$ cat config.mk
export PLATFORM = sky130hd
export DESIGN_NAME = vlan_tag_filter_strip
export DESIGN_NICKNAME = d
export VERILOG_FILES = /design/src/rtl/vtfs_pkg.sv /design/src/rtl/vlan_tag_filter_strip.sv /design/src/rtl/vtfs_cell.sv
export SDC_FILE = /design/constraint.sdc
export NUM_CORES = 1
export LEC_CHECK = 0
export ABC_AREA = 1
export BUFFER_PORTS_ARGS = -buffer_cell sky130_fd_sc_hd__buf_2
export CAP_MARGIN = 0
export CORE_MARGIN = 3
export CORE_UTILIZATION = 39
export DETAILED_ROUTE_END_ITERATION = 10
export GPL_ROUTABILITY_DRIVEN = 0
export SKIP_CTS_REPAIR_TIMING = 1
export SYNTH_ARGS = -nofsm -noshare
export SYNTH_HDL_FRONTEND = slang
export SYNTH_HIERARCHICAL = 1
export SYNTH_SLANG_ARGS = --single-unit
$ cat constraint.sdc
create_clock -name clk -period 3.7 [get_ports clk]
set_clock_uncertainty 0.05 [all_clocks]
set_input_delay 0 -clock clk [delete_from_list [all_inputs] [get_ports clk]]
set_output_delay 0 -clock clk [all_outputs]
set_load 0.01 [all_outputs]
$ cat src/rtl/vtfs_pkg.sv
// constants shared by the vlan tag filter and strip block
package vtfs_pkg;

  localparam int unsigned ADDR_BYTES = 12;
  localparam int unsigned POS_W      = 5;
  localparam int unsigned CNT_W      = $clog2(ADDR_BYTES + 1);

  localparam logic [15:0]      BYPASS_ID   = 16'hFFFF;
  localparam logic [7:0]       TPID_HI     = 8'h81;
  localparam logic [7:0]       TPID_LO     = 8'h00;

  localparam logic [POS_W-1:0] POS_TYPE_HI = POS_W'(12);
  localparam logic [POS_W-1:0] POS_TYPE_LO = POS_W'(13);
  localparam logic [POS_W-1:0] POS_TAG_HI  = POS_W'(14);
  localparam logic [POS_W-1:0] POS_TAG_LO  = POS_W'(15);
  localparam logic [POS_W-1:0] POS_SAT     = POS_W'(16);

endpackage

$ cat src/rtl/vlan_tag_filter_strip.sv
// top level: vlan tag filter and strip over a byte stream
//
//  channel  signals                                             direction
//  input    in_valid in_stall frame_byte frame_end              in (in_stall out)
//  output   out_valid out_stall out_byte out_frame_end run_last out (out_stall in)
//  config   port_vlan_id_we port_vlan_id_data                   in
//
// one input beat per cycle unless draining or stalled, set by the single
// output register. a matching tag holds the input while the 12 address
// bytes drain from the head of the cell line into the output register.
// rst clears position, drop flag, drain counter, output valid and sets
// the vlan id to bypass. out_stall holds the output register and stalls input.
module vlan_tag_filter_strip (
  input  logic        clk,
  input  logic        rst,
  input  logic        in_valid,
  output logic        in_stall,
  input  logic [7:0]  frame_byte,
  input  logic        frame_end,
  output logic        out_valid,
  input  logic        out_stall,
  output logic [7:0]  out_byte,
  output logic        out_frame_end,
  output logic        run_last,
  input  logic        port_vlan_id_we,
  input  logic [15:0] port_vlan_id_data
);
  import vtfs_pkg::*;

  logic [15:0]      pvid;
  logic [POS_W-1:0] pos, pos_next;
  logic [7:0]       tag_hi, tag_hi_next;
  logic             drop, drop_next;
  logic             draining, draining_next;
  logic [CNT_W-1:0] drain_cnt, drain_cnt_next;
  logic             drain_end, drain_end_next;

  logic             can_load;
  logic             in_acc;
  logic             drain_step;
  logic             shift;
  logic             fwd;
  logic [11:0]      vid;
  logic [7:0]       cell_q [ADDR_BYTES];

  assign can_load   = !out_valid || !out_stall;
  assign in_stall   = draining || !can_load;
  assign in_acc     = in_valid && !in_stall;
  assign drain_step = draining && can_load;
  assign shift      = (in_acc && (pos < POS_W'(ADDR_BYTES))) || drain_step;
  assign vid        = {tag_hi[3:0], frame_byte};

  for (genvar i = 0; i < ADDR_BYTES; i++) begin : g_cell
    logic [7:0] din;
    if (i == ADDR_BYTES - 1) begin : g_tail
      assign din = frame_byte;
    end else begin : g_mid
      assign din = cell_q[i+1];
    end
    vtfs_cell u_cell (
      .clk   (clk),
      .shift (shift),
      .din   (din),
      .dout  (cell_q[i])
    );
  end

  always_comb begin
    pos_next       = pos;
    tag_hi_next    = tag_hi;
    drop_next      = drop;
    draining_next  = draining;
    drain_cnt_next = drain_cnt;
    drain_end_next = drain_end;
    fwd            = 1'b0;
    if (drain_step) begin
      drain_cnt_next = drain_cnt - CNT_W'(1);
      if (drain_cnt == CNT_W'(1)) begin
        draining_next = 1'b0;
      end
    end
    if (in_acc) begin
      if (pvid == BYPASS_ID) begin
        fwd       = 1'b1;
        drop_next = 1'b1;
      end else begin
        case (pos)
          POS_TYPE_HI: begin
            if (frame_byte != TPID_HI) drop_next = 1'b1;
          end
          POS_TYPE_LO: begin
            if (frame_byte != TPID_LO) drop_next = 1'b1;
          end
          POS_TAG_HI: begin
            tag_hi_next = frame_byte;
          end
          POS_TAG_LO: begin
            if (drop || ({4'b0, vid} != pvid)) begin
              drop_next = 1'b1;
            end else begin
              draining_next  = 1'b1;
              drain_cnt_next = CNT_W'(ADDR_BYTES);
              drain_end_next = frame_end;
            end
          end
          default: begin
            if (pos >= POS_SAT && !drop) fwd = 1'b1;
          end
        endcase
      end
      if (frame_end) begin
        pos_next  = '0;
        drop_next = 1'b0;
      end else if (pos < POS_SAT) begin
        pos_next = pos + POS_W'(1);
      end
    end
  end

  always_ff @(posedge clk) begin
    if (rst) begin
      pvid      <= BYPASS_ID;
      pos       <= '0;
      tag_hi    <= '0;
      drop      <= 1'b0;
      draining  <= 1'b0;
      drain_cnt <= '0;
      out_valid <= 1'b0;
    end else begin
      if (port_vlan_id_we) pvid <= port_vlan_id_data;
      pos       <= pos_next;
      tag_hi    <= tag_hi_next;
      drop      <= drop_next;
      draining  <= draining_next;
      drain_cnt <= drain_cnt_next;
      if (can_load) begin
        out_valid <= fwd || drain_step;
      end
    end
  end

  always_ff @(posedge clk) begin
    drain_end <= drain_end_next;
    if (can_load) begin
      if (drain_step) begin
        out_byte      <= cell_q[0];
        out_frame_end <= (drain_cnt == CNT_W'(1)) && drain_end;
        run_last      <= (drain_cnt == CNT_W'(1));
      end else begin
        out_byte      <= frame_byte;
        out_frame_end <= frame_end;
        run_last      <= 1'b1;
      end
    end
  end

endmodule

$ cat src/rtl/vtfs_cell.sv
// one byte cell of the address hold line
module vtfs_cell (
  input  logic       clk,
  input  logic       shift,
  input  logic [7:0] din,
  output logic [7:0] dout
);

  logic [7:0] held;

  always_ff @(posedge clk) begin
    if (shift) begin
      held <= din;
    end
  end

  assign dout = held;

endmodule
* After elaboration in Yosys (flattened, before gate mapping) *
Index checks and enable logic that the tools add are counted.

cells by class
  reductions and logical operators = 23
  magnitude comparators = 3
  eq/ne operators = 11
  multiplexer cells = 25
  bitwise operators = 2
  $add $sub $neg = 2

operators with widths
  operator                count
  $eq A5 B4 Y1 const B    4
  $mux W4                 5
  $eq A16 B16 Y1 const B  1
  $mux W1                 16
  $ne A12 B16 Y1          1
  $ne A4 B4 Y1 const B    3
  $mux W5                 2
  $mux W8                 1
  $ne A8 B8 Y1 const B    1
  $reduce_bool A8 Y1      1
  $add A5 B1 Y5 const B   1
  $ge A5 B5 Y1 const B    1
  $logic_and A1 B1 Y1     5
  $logic_not A1 Y1        5
  $logic_or A1 B1 Y1      5
  $lt A5 B4 Y1 const B    1
  $lt A5 B5 Y1 const B    1
  $reduce_and A5 Y1       1
  $reduce_bool A5 Y1      1
  $eq A4 B1 Y1 const B    1
  $reduce_and A4 Y1       1
  $reduce_or A4 Y1        1
  $sub A4 B1 Y4 const B   1
  $pmux W1 S3             1
  4 further kinds         5

word-level totals
  output and inout port bits = 12
  word-level logic and storage cells = 89
  register bits = 139

* Depth between registers and ports, before layout *
Gate-level depths: netlist of the first run.

  depth in word-level cells = 8
  mapped depth = 13
  depth with buffers taken out = 13

* Cells and area by module *
Netlist of the first run, hierarchy kept.

by module, submodules not included
  module                 seq. area each (µm²)  cells each  times used  area each (µm²)
  vtfs_cell              240.2                 8           12          240.2
  vlan_tag_filter_strip  970.9                 285         1           2155.8

* Worst setup path after synthesis of the first run *
OpenSTA, ideal clock, no wires.

  kind = reg2reg
  start = reg out_valid
  end = reg g_cell[0].u_cell.held[0] (enable)
  library setup time = 0.458 ns
  buffers on the path = 0
  arrival time = 2.978 ns
  period minus slack after synthesis = 3.486 ns
  slack = 0.214 ns
  cell stages (with the launch flop) = 6
  cell sequence = dfxtp_1 -> nand2_2 -> nand3_2 -> nor2_1 -> nand2_1 -> nand2_1

between the ends
  word-level cells in the longest chain between the ends = 8
  elaborated cells between the ends (all ways) = 9

RTL lines
  what                    line                          source
  start, declared         vlan_tag_filter_strip.sv:20   output logic out_valid,
  start signal, assigned  vlan_tag_filter_strip.sv:137  out_valid <= fwd || drain_step;
  $logic_not A1 Y1 *      vlan_tag_filter_strip.sv:46   assign can_load = !out_valid || !out_stall;
  $logic_or A1 B1 Y1 *    vlan_tag_filter_strip.sv:46
  $logic_not A1 Y1        vlan_tag_filter_strip.sv:47   assign in_stall = draining || !can_load;
  $logic_or A1 B1 Y1      vlan_tag_filter_strip.sv:47
  $logic_not A1 Y1        vlan_tag_filter_strip.sv:48   assign in_acc = in_valid && !in_stall;
  $logic_and A1 B1 Y1     vlan_tag_filter_strip.sv:48
  $logic_and A1 B1 Y1     vlan_tag_filter_strip.sv:50   assign shift = (in_acc && (pos < POS_W'(ADDR_BYTES))) || drain_step;
  $logic_or A1 B1 Y1 *    vlan_tag_filter_strip.sv:50
  via shift               vlan_tag_filter_strip.sv:41   logic shift;
  end signal, assigned    vtfs_cell.sv:13               held <= din;
  end, declared           vtfs_cell.sv:9                logic [7:0] held;

Mark *: on every way through the listed nets, which the timed path passes. The rest lies on a longest branch.
A chain may end at the register's enable or synchronous reset.

* Worst setup path in the final report of the first run *
  start = reg pos[0]
  end = reg out_valid

between the ends
  word-level cells in the longest chain between the ends = 7
  elaborated cells between the ends (all ways) = 12

RTL lines
  what                    line                          source
  start, declared         vlan_tag_filter_strip.sv:31   logic [POS_W-1:0] pos, pos_next;
  start signal, assigned  vlan_tag_filter_strip.sv:131  pos <= pos_next;
  $ge A5 B5 Y1            vlan_tag_filter_strip.sv:107  if (pos >= POS_SAT && !drop) fwd = 1'b1;
  $logic_and A1 B1 Y1     vlan_tag_filter_strip.sv:107
  $mux W1                 vlan_tag_filter_strip.sv:107
  $mux W1 *               vlan_tag_filter_strip.sv:87   case (pos)
  $mux W1 *               vlan_tag_filter_strip.sv:83   if (pvid == BYPASS_ID) begin
  $mux W1 *               vlan_tag_filter_strip.sv:82   if (in_acc) begin
  $logic_or A1 B1 Y1 *    vlan_tag_filter_strip.sv:137

Every way passes the cells marked *; elsewhere a longest branch is shown, timed or not.

==> results of run 1 <==
==> sequential cells by signal, indices dropped and copies added (netlist names) <==
signal / cells
pvid: 16
pos: 5
drain_cnt: 4
drop: 1
out_frame_end: 1
tag_hi: 4
draining: 1
drain_end: 1
out_valid: 1
g_cell.u_cell/dout: 96
out_byte: 8
run_last: 1
==> routing by layer <==
layer	part of all wire	track usage
met1	0.48	0.1730
met2	0.44	0.1730
met3	0.050	0.04713
met4	0.026	0.07301
met5	0	0
==> critical path: cells and delay by family, from the launching register on <==
kind | cells | cell delay, ns
buffers and inverters | 2 | 0.61
AO/OA/AOI/OAI | 2 | 0.40
AND/OR/NAND/NOR | 2 | 0.14
adder cells (fa/ha/maj) | 2 | 0.41
flip-flops | 1 | 0.32
==> placed cells by master, fill, tap and decap left out, types with 3 or more instances in the layout <==
master / instances
nand3_1: 7
nor3_1: 6
o21ai_1: 5
o21ai_0: 22
nand2_1: 75
clkbuf_16: 17
inv_1: 33
clkinv_2: 4
nand4_1: 3
edfxtp_1: 107
xor2_1: 3
a21oi_1: 24
clkinv_1: 4
buf_2: 41
dlygate4sd3_1: 29
nor2_2: 3
ha_1: 7
inv_2: 8
nor2_1: 18
dfxtp_1: 32
==> stage by stage <==
step | area, um2 | hold WS, ns | utilization | setup WS (ns) | cells
after floorplan | 5039 | 0.04887 | - | 0.2140 | 381
after global placement | 5451 | 0.1695 | 0.4428 | 1.739 | 584
after detailed placement | 5451 | 0.1665 | 0.4428 | 1.694 | 584
after CTS | 6006 | -0.2763 | 0.4878 | 1.691 | 615
after global routing | 6296 | 0.03274 | 0.5114 | 1.556 | 644
final | 6296 | 0.01509 | 0.5114 | 1.708 | 644
==> cell type report <==
| cell class | count | area, um2 |
|---|---|---|
| sequential | 139 | 3854 |
| multi-input combinational | 193 | 1005 |
| clock inverter | 13 | 125.1 |
| timing repair buffer | 71 | 515.5 |
| tap | 168 | 210.2 |
| inverter | 42 | 157.7 |
| clock buffer | 18 | 429.2 |
| fill | 1078 | 6016 |
==> cells by family (layout without fill, tap and decap cells) <==
| logic type | count (synthesis) | in the layout | synth area share |
|---|---|---|---|
| AO/OA/AOI/OAI | 57 | 57 | 0.06010 |
| XOR/XNOR | 3 | 3 | 0.005216 |
| adder cells (fa/ha/maj) | 7 | 7 | 0.01738 |
| buffers and inverters | 49 | 144 | 0.03725 |
| flip-flops | 139 | 139 | 0.7648 |
| AND/OR/NAND/NOR | 126 | 126 | 0.1152 |
==> synth_stat cells <==
cell,instances,area [um2]
nor3_2,2,20.02
xor2_1,3,26.28
nand3_2,1,10.01
clkbuf_1,4,15.01
ha_1,7,87.58
or2_2,1,6.260
nand4_2,2,25.02
nand2_1,76,285.3
o21ai_2,1,8.760
nor2_1,18,67.56
nand3b_1,1,7.510
o21ai_1,5,25.02
a211oi_1,1,7.510
clkinv_1,1,3.750
inv_2,8,30.03
nor3_1,6,30.03
a21oi_2,1,8.760
edfxtp_1,107,3213
o31ai_1,1,7.510
buf_2,3,15.01
nand3_4,1,17.52
nand2_2,2,12.51
o211ai_1,1,7.510
nand2_4,1,11.26
dfxtp_1,32,640.6
nand3_1,7,35.03
inv_1,33,123.9
and2_4,1,8.760
nor2_2,3,18.77
nand4_1,3,18.77
o21ai_0,22,110.1
o21a_1,1,7.510
a21oi_1,24,120.1
and3_1,1,6.260
==> power by group <==
group          internal [mW]  switching [mW]  total, mW
logic                 0.0947           0.179      0.274
registers               1.95          0.0562       2.01
clock network          0.978           0.610       1.59
total                   3.02           0.845       3.87
==> worst min path at each step <==
stage	start	to	cells past startpoint
floorplan	frame_end	drain_end$_DFFE_PP_	0
detailed placement	port_vlan_id_data[14]	pvid[14]$_SDFFE_PP1P_	3
global route	port_vlan_id_we	pvid[0]$_SDFFE_PP1P_	2
CTS	port_vlan_id_data[14]	pvid[14]$_SDFFE_PP1P_	3
global placement	port_vlan_id_data[8]	pvid[8]$_SDFFE_PP1P_	3
finish	port_vlan_id_we	pvid[8]$_SDFFE_PP1P_	2
==> flow_summary.ini, run 1 <==
[sta]
rsz0062_at_grt = no
max_slew_margin = 0.6745
tns_ns = 0
max_freq_mhz = 502.1
maxSlewViolCount = 0
worstMarginPinSlew_ns = 0.4883
period_needed_ns = 1.992
setup_viol = 0
finalHoldViolCount = 0
finalCritPeriodShare = 0.5382

[worst_setup_path]
r2r_slack_ns = 1.71
worstSetupEndpointType = flip-flop
worstPathMaxFanout = 3
cp_slowest_cell = dlygate4sd3_1
endpoint = out_valid$_SDFFE_PP0N_
crit_type = flip-flop to flip-flop
startpoint_type = flip-flop
cp_data_required_time_ns = 4.01
regToRegStartpoint = pos[0]$_SDFFE_PP0P_
worstPathCellList = ha_1, inv_1, nor2_1, ha_1, o31ai_1, a21oi_1, nor2_1, dlygate4sd3_1
critPathArrivalTime_ns = 2.30
r2r-end = out_valid$_SDFFE_PP0N_
cpPeakStageDelay_ns = 0.54
worstRegToRegCells = 8
startpoint = pos[0]$_SDFFE_PP0P_

[grt]
grt_pass1_wl_mm = 13.65
grt_max_degree = 97
first_global_vias = 2764
grt.overflow.total = 0
antenna_found_initial = 0
track_usage = 0.1269

[floorplan]
die_w_um = 119.7
die_area_um2 = 14320
rows = 40
pin_count = 42
die_h_um = 119.7
core_area_um2 = 12310
start_util = 0.4092

[run_status]
status = finished clean

[detailed_routing]
dr.first_iter.drc_count = 171
avgViaCountPerCell = 4.582
dr.pass1.iters = 5
vias = 2951
drcViolationCount = 0
ant_nets = 0
drt-wirelength-per-cell_um = 13.20
wl_mm = 8.502

[pwr]
total_power_mw = 3.867
power_density_nw_per_um2 = 614.3
peakVddDrop_mv = 0.2763
p_leak_nw = 2.489

[cts]
tritoncts = built
path_clk_slew_ns = 0.06
cts_inserted_buffers = 17
root_buffer = clkbuf_16
clock_path_buffers = 2
clk_latency_ns = 0.42
cts.sinks = 139
h-tree-depth = 4

[synth]
synth_area_um2 = 5039
netlist_instances = 381
avgSynthCellArea_um2 = 13.22
ys_ff_latch = 139
synth_warnings = 6
ys_types = 34
ys_seq_area_frac = 0.7648
synthesis.nets = 418

[place]
port_buffers = 41
dp_hpwl_mm = 5.356

[hold_path]
hold_class = input pin to flip-flop

[final_layout]
fin_nets = 501
drive_gt1_frac = 0.1975
syn_to_final_growth_pct = 24.96
antenna_cells = 0

[flow_run]
drv_cap = 0
(Power assumes the default switching activity.)
==> run 2: changes to the inputs <==
clock period = 1.7 ns   (was 3.7 ns; I/O delays follow)
==> flow_summary.ini, run 2 (synthesized netlist as in run 1, its figures left out) <==
[run_status]
status = finished, violations left
violations = hold timing

[sta]
worstMarginPinSlew_ns = 0.4592
rsz0062_at_grt = yes
maxSlewViolCount = 0
setup_viol = 0
period_needed_ns = 1.693
max_slew_margin = 0.6938
finalHoldViolCount = 9
max_freq_mhz = 590.6
finalCritPeriodShare = 0.9960
timing.hold.ws_ns = -0.02793

[cts]
clk_latency_ns = 0.41
cts_inserted_buffers = 17
clock_path_buffers = 2
path_clk_slew_ns = 0.06
tritoncts = built
h-tree-depth = 4
cts.sinks = 139
root_buffer = clkbuf_16

[detailed_routing]
dr.first_iter.drc_count = 130
drt-wirelength-per-cell_um = 13.42
wl_mm = 8.847
ant_nets = 0
avgViaCountPerCell = 4.630
vias = 3051
dr.pass1.iters = 4
drcViolationCount = 0

[hold_path]
hold_class = input pin to flip-flop
hold_depth = 4
min-delay-start = rst
hold-path-endpoint = pvid[7]$_SDFFE_PP1P_

[final_layout]
stdcell_area_um2 = 6511
drive_gt1_frac = 0.2485
final_util = 0.5289
fin_nets = 515
fillerInstances = 1055
area.sequential_um2 = 3856
multi_input_area_um2 = 1075
antenna_cells = 0
largest_reg_flops = 96
most-common-layout-cells = edfxtp_1, nand2_1, buf_2, inv_1, dfxtp_1
mostFrequentLayoutCell = edfxtp_1
syn_to_final_growth_pct = 29.23

[pwr]
total_power_mw = 8.432
power_density_nw_per_um2 = 1295
peakVddDrop_mv = 0.7180
p_leak_nw = 2.563

[worst_setup_path]
crit_type = flip-flop to flip-flop
worstRegToRegCells = 10
startpoint_type = flip-flop
worstPathMaxFanout = 3
cp_data_required_time_ns = 1.78
r2r-end = drain_end$_DFFE_PP_
regToRegStartpoint = pos[1]$_SDFFE_PP0P_
startpoint = pos[1]$_SDFFE_PP0P_
r2r_slack_ns = 0.007
worstSetupEndpointType = flip-flop
critPathArrivalTime_ns = 1.77

[grt]
first_global_vias = 2839
grt_pass1_wl_mm = 14.03
grt.overflow.total = 0
grt_max_degree = 30
antenna_found_initial = 0
track_usage = 0.1287

[floorplan]
start_util = 0.4092
pin_count = 42
core_area_um2 = 12310
die_area_um2 = 14320
rows = 40
die_h_um = 119.7
die_w_um = 119.7

[place]
port_buffers = 41
dp_hpwl_mm = 5.879
postPlaceCellArea_um2 = 5610

[flow_run]
drv_cap = 0
==> run 2: metal layers <==
| metal | GRT usage | part of all wire | vias to the layer above |
|---|---|---|---|
| met2 | 0.1903 | 0.47 | 72 |
| met1 | 0.1746 | 0.47 | 1444 |
| met4 | 0.05870 | 0.015 | 0 |
| li1 | - | - | 1520 |
| met5 | 0 | 0 | - |
| met3 | 0.03959 | 0.040 | 15 |
==> run 2: layout make-up <==
| class | count | share of cell area |
|---|---|---|
| timing repair buffer | 85 | 0.1017 |
| inverter | 42 | 0.02421 |
| multi-input combinational | 193 | 0.1651 |
| clock buffer | 18 | 0.06591 |
| sequential | 139 | 0.5922 |
| tap | 168 | 0.03228 |
| clock inverter | 14 | 0.01864 |
==> run 2: worst max-delay path: stages (launching register included) <==
cell     delay [ns]
dfxtp_2        0.35
ha_4           0.14
inv_2          0.04
nor2_2         0.08
ha_2           0.19
nand3_2        0.07
nor2_1         0.10
nand2_1        0.09
nor2_4         0.14
nand3_4        0.09
inv_1          0.07
==> run 2: metrics by stage <==
step	setup TNS (ns)	instances	setup slack (ns)
floorplan	0	381	0.02671
global placement	0	596	0.02846
detailed placement	-0.01590	596	-0.01590
CTS	-0.02611	628	-0.02365
global route	-0.4079	659	-0.1017
finish	0	659	0.006757
==> run 2: power by group <==
group / switching, mW / internal [mW]
clock: 1.36 / 2.01
combinational: 0.426 / 0.277
sequential: 0.123 / 4.24
==> run 2: worst max-delay path by stage <==
stage	endpoint	cells past startpoint	slack, ns
finish	drain_end$_DFFE_PP_	10	0.007
floorplan	g_cell[0].u_cell/dout[0]$_DFFE_PP_	5	0.03
CTS	drain_end$_DFFE_PP_	10	-0.02
global route	drop$_SDFFE_PP0P_	13	-0.10
global placement	drain_end$_DFFE_PP_	10	0.03
detailed placement	drain_end$_DFFE_PP_	10	-0.02
==> run 3: changes to the inputs <==
CELL_PAD_IN_SITES_DETAIL_PLACEMENT = 0   (was default)
CELL_PAD_IN_SITES_GLOBAL_PLACEMENT = 1   (was default)
PLACE_DENSITY_LB_ADDON = 0.1   (was default)
clock period = 1.6 ns   (was 1.7 ns; I/O delays follow)
==> flow_summary.ini, run 3 (synthesized netlist as in run 1, its figures left out) <==
[worst_setup_path]
worstSetupEndpointType = flip-flop
cp_data_required_time_ns = 1.68
critPathArrivalTime_ns = 1.73
cp_slowest_cell = dfxtp_2
crit_top_cell = inv_2
cpPeakStageDelay_ns = 0.35
startpoint_type = flip-flop
crit_type = flip-flop to flip-flop
worstPathMaxFanout = 3
worstPathCellList = ha_4, inv_2, nor2_2, ha_2, nand3_2, nor2_1, nand2_1, nor2_4, nand3_4, inv_2

[sta]
finalWorstSetupSlack_ns = -0.05554
finalHoldViolCount = 0
period_needed_ns = 1.656
setup_viol = 5
worstMarginPinSlew_ns = 0.4715
finalCritPeriodShare = 1.035
max_slew_margin = 0.6857
tns_ns = -0.1425
rsz0062_at_grt = yes
maxSlewViolCount = 0
max_freq_mhz = 604.0

[grt]
grt_max_degree = 30
antenna_found_initial = 0
track_usage = 0.1369
grt_pass1_wl_mm = 14.70
first_global_vias = 2895
grt.overflow.total = 0

[final_layout]
largest_reg_flops = 96
area.sequential_um2 = 3860
most-common-layout-cells = edfxtp_1, nand2_1, buf_2, inv_1, dfxtp_1
stdcell_area_um2 = 6603
fin_nets = 516
mostFrequentLayoutCell = edfxtp_1
fillerInstances = 1071
multi_input_area_um2 = 1092
antenna_cells = 0
syn_to_final_growth_pct = 31.04
drive_gt1_frac = 0.2581

[flow_run]
drv_cap = 0

[detailed_routing]
avgViaCountPerCell = 4.502
drcViolationCount = 0
dr.pass1.iters = 4
drt-wirelength-per-cell_um = 13.89
wl_mm = 9.167
ant_nets = 0
dr.first_iter.drc_count = 151
vias = 2971

[floorplan]
die_area_um2 = 14320
die_h_um = 119.7
start_util = 0.4092
core_area_um2 = 12310
pin_count = 42
die_w_um = 119.7
rows = 40

[place]
port_buffers = 41
postPlaceCellArea_um2 = 5700
dp_hpwl_mm = 6.088

[pwr]
power_density_nw_per_um2 = 1425
total_power_mw = 9.411
p_leak_nw = 2.604
peakVddDrop_mv = 0.8508

[cts]
cts_inserted_buffers = 17
root_buffer = clkbuf_16
cts.sinks = 139
path_clk_slew_ns = 0.06
tritoncts = built
clock_path_buffers = 2
h-tree-depth = 4
clk_latency_ns = 0.41

[run_status]
violations = setup timing
status = finished, violations left

[hold_path]
hold_class = input pin to flip-flop
==> run 3: cell types whose count changed in the layout (fill, tap and decap cells not counted), sizes merged <==
cell         change
inv              -1
clkinvlp         -3
buf              +3
dlygate4sd3      -2
bufinv           +3
clkbuf           +1
==> run 3: routing by layer <==
layer | vias to the layer above | global-route usage | wire length, um
met5 | - | 0 | 0
met4 | 0 | 0.05583 | 127
met3 | 11 | 0.04995 | 398
met2 | 56 | 0.2013 | 4229
met1 | 1390 | 0.1844 | 4412
li1 | 1514 | - | -
==> run 3: final cells by class <==
| type | instances | share of cell area |
|---|---|---|
| repair buffers | 86 | 0.1025 |
| flip-flops and latches | 139 | 0.5846 |
| multi-input cells | 193 | 0.1654 |
| well taps | 168 | 0.03184 |
| inverters | 42 | 0.02388 |
| clock buffers | 19 | 0.06557 |
| clock inverters | 13 | 0.02615 |
==> run 3: power by group <==
group | internal [mW] | switching [mW]
clock network | 2.59 | 1.42
registers | 4.51 | 0.136
logic | 0.308 | 0.455
==> run 3: critical path: cells and delay by family, from the launching register on <==
family | cells | cell delay (ns)
adders and majority gates | 2 | 0.35
DFF | 1 | 0.35
buffers and inverters | 2 | 0.10
and+or+nand+nor | 6 | 0.54
==> run 3: metrics by stage <==
stage	util	instances	setup WS [ns]	hold WS, ns
after global routing	0.5363	660	-0.1712	0.01219
after global placement	0.4630	601	-0.08105	0.1564
final	0.5363	660	-0.05554	0.02192
after CTS	0.5122	633	-0.1189	-0.2712
after floorplan	-	381	-0.03487	0.04887
after detailed placement	0.4630	601	-0.1016	0.1652
==> run 3: path summary, 6_finish.rpt <==
kind	cells past startpoint	start	slack, ns	to
worst max-delay path	10	pos[1]$_SDFFE_PP0P_	-0.06	drain_end$_DFFE_PP_
worst min-delay path	5	out_stall	0.02	drain_cnt[0]$_SDFF_PP0_
worst max register to register	10	pos[1]$_SDFFE_PP0P_	-0.06	drain_end$_DFFE_PP_
worst min register to register	0	g_cell[11].u_cell/dout[0]$_DFFE_PP_	0.36	g_cell[10].u_cell/dout[0]$_DFFE_PP_
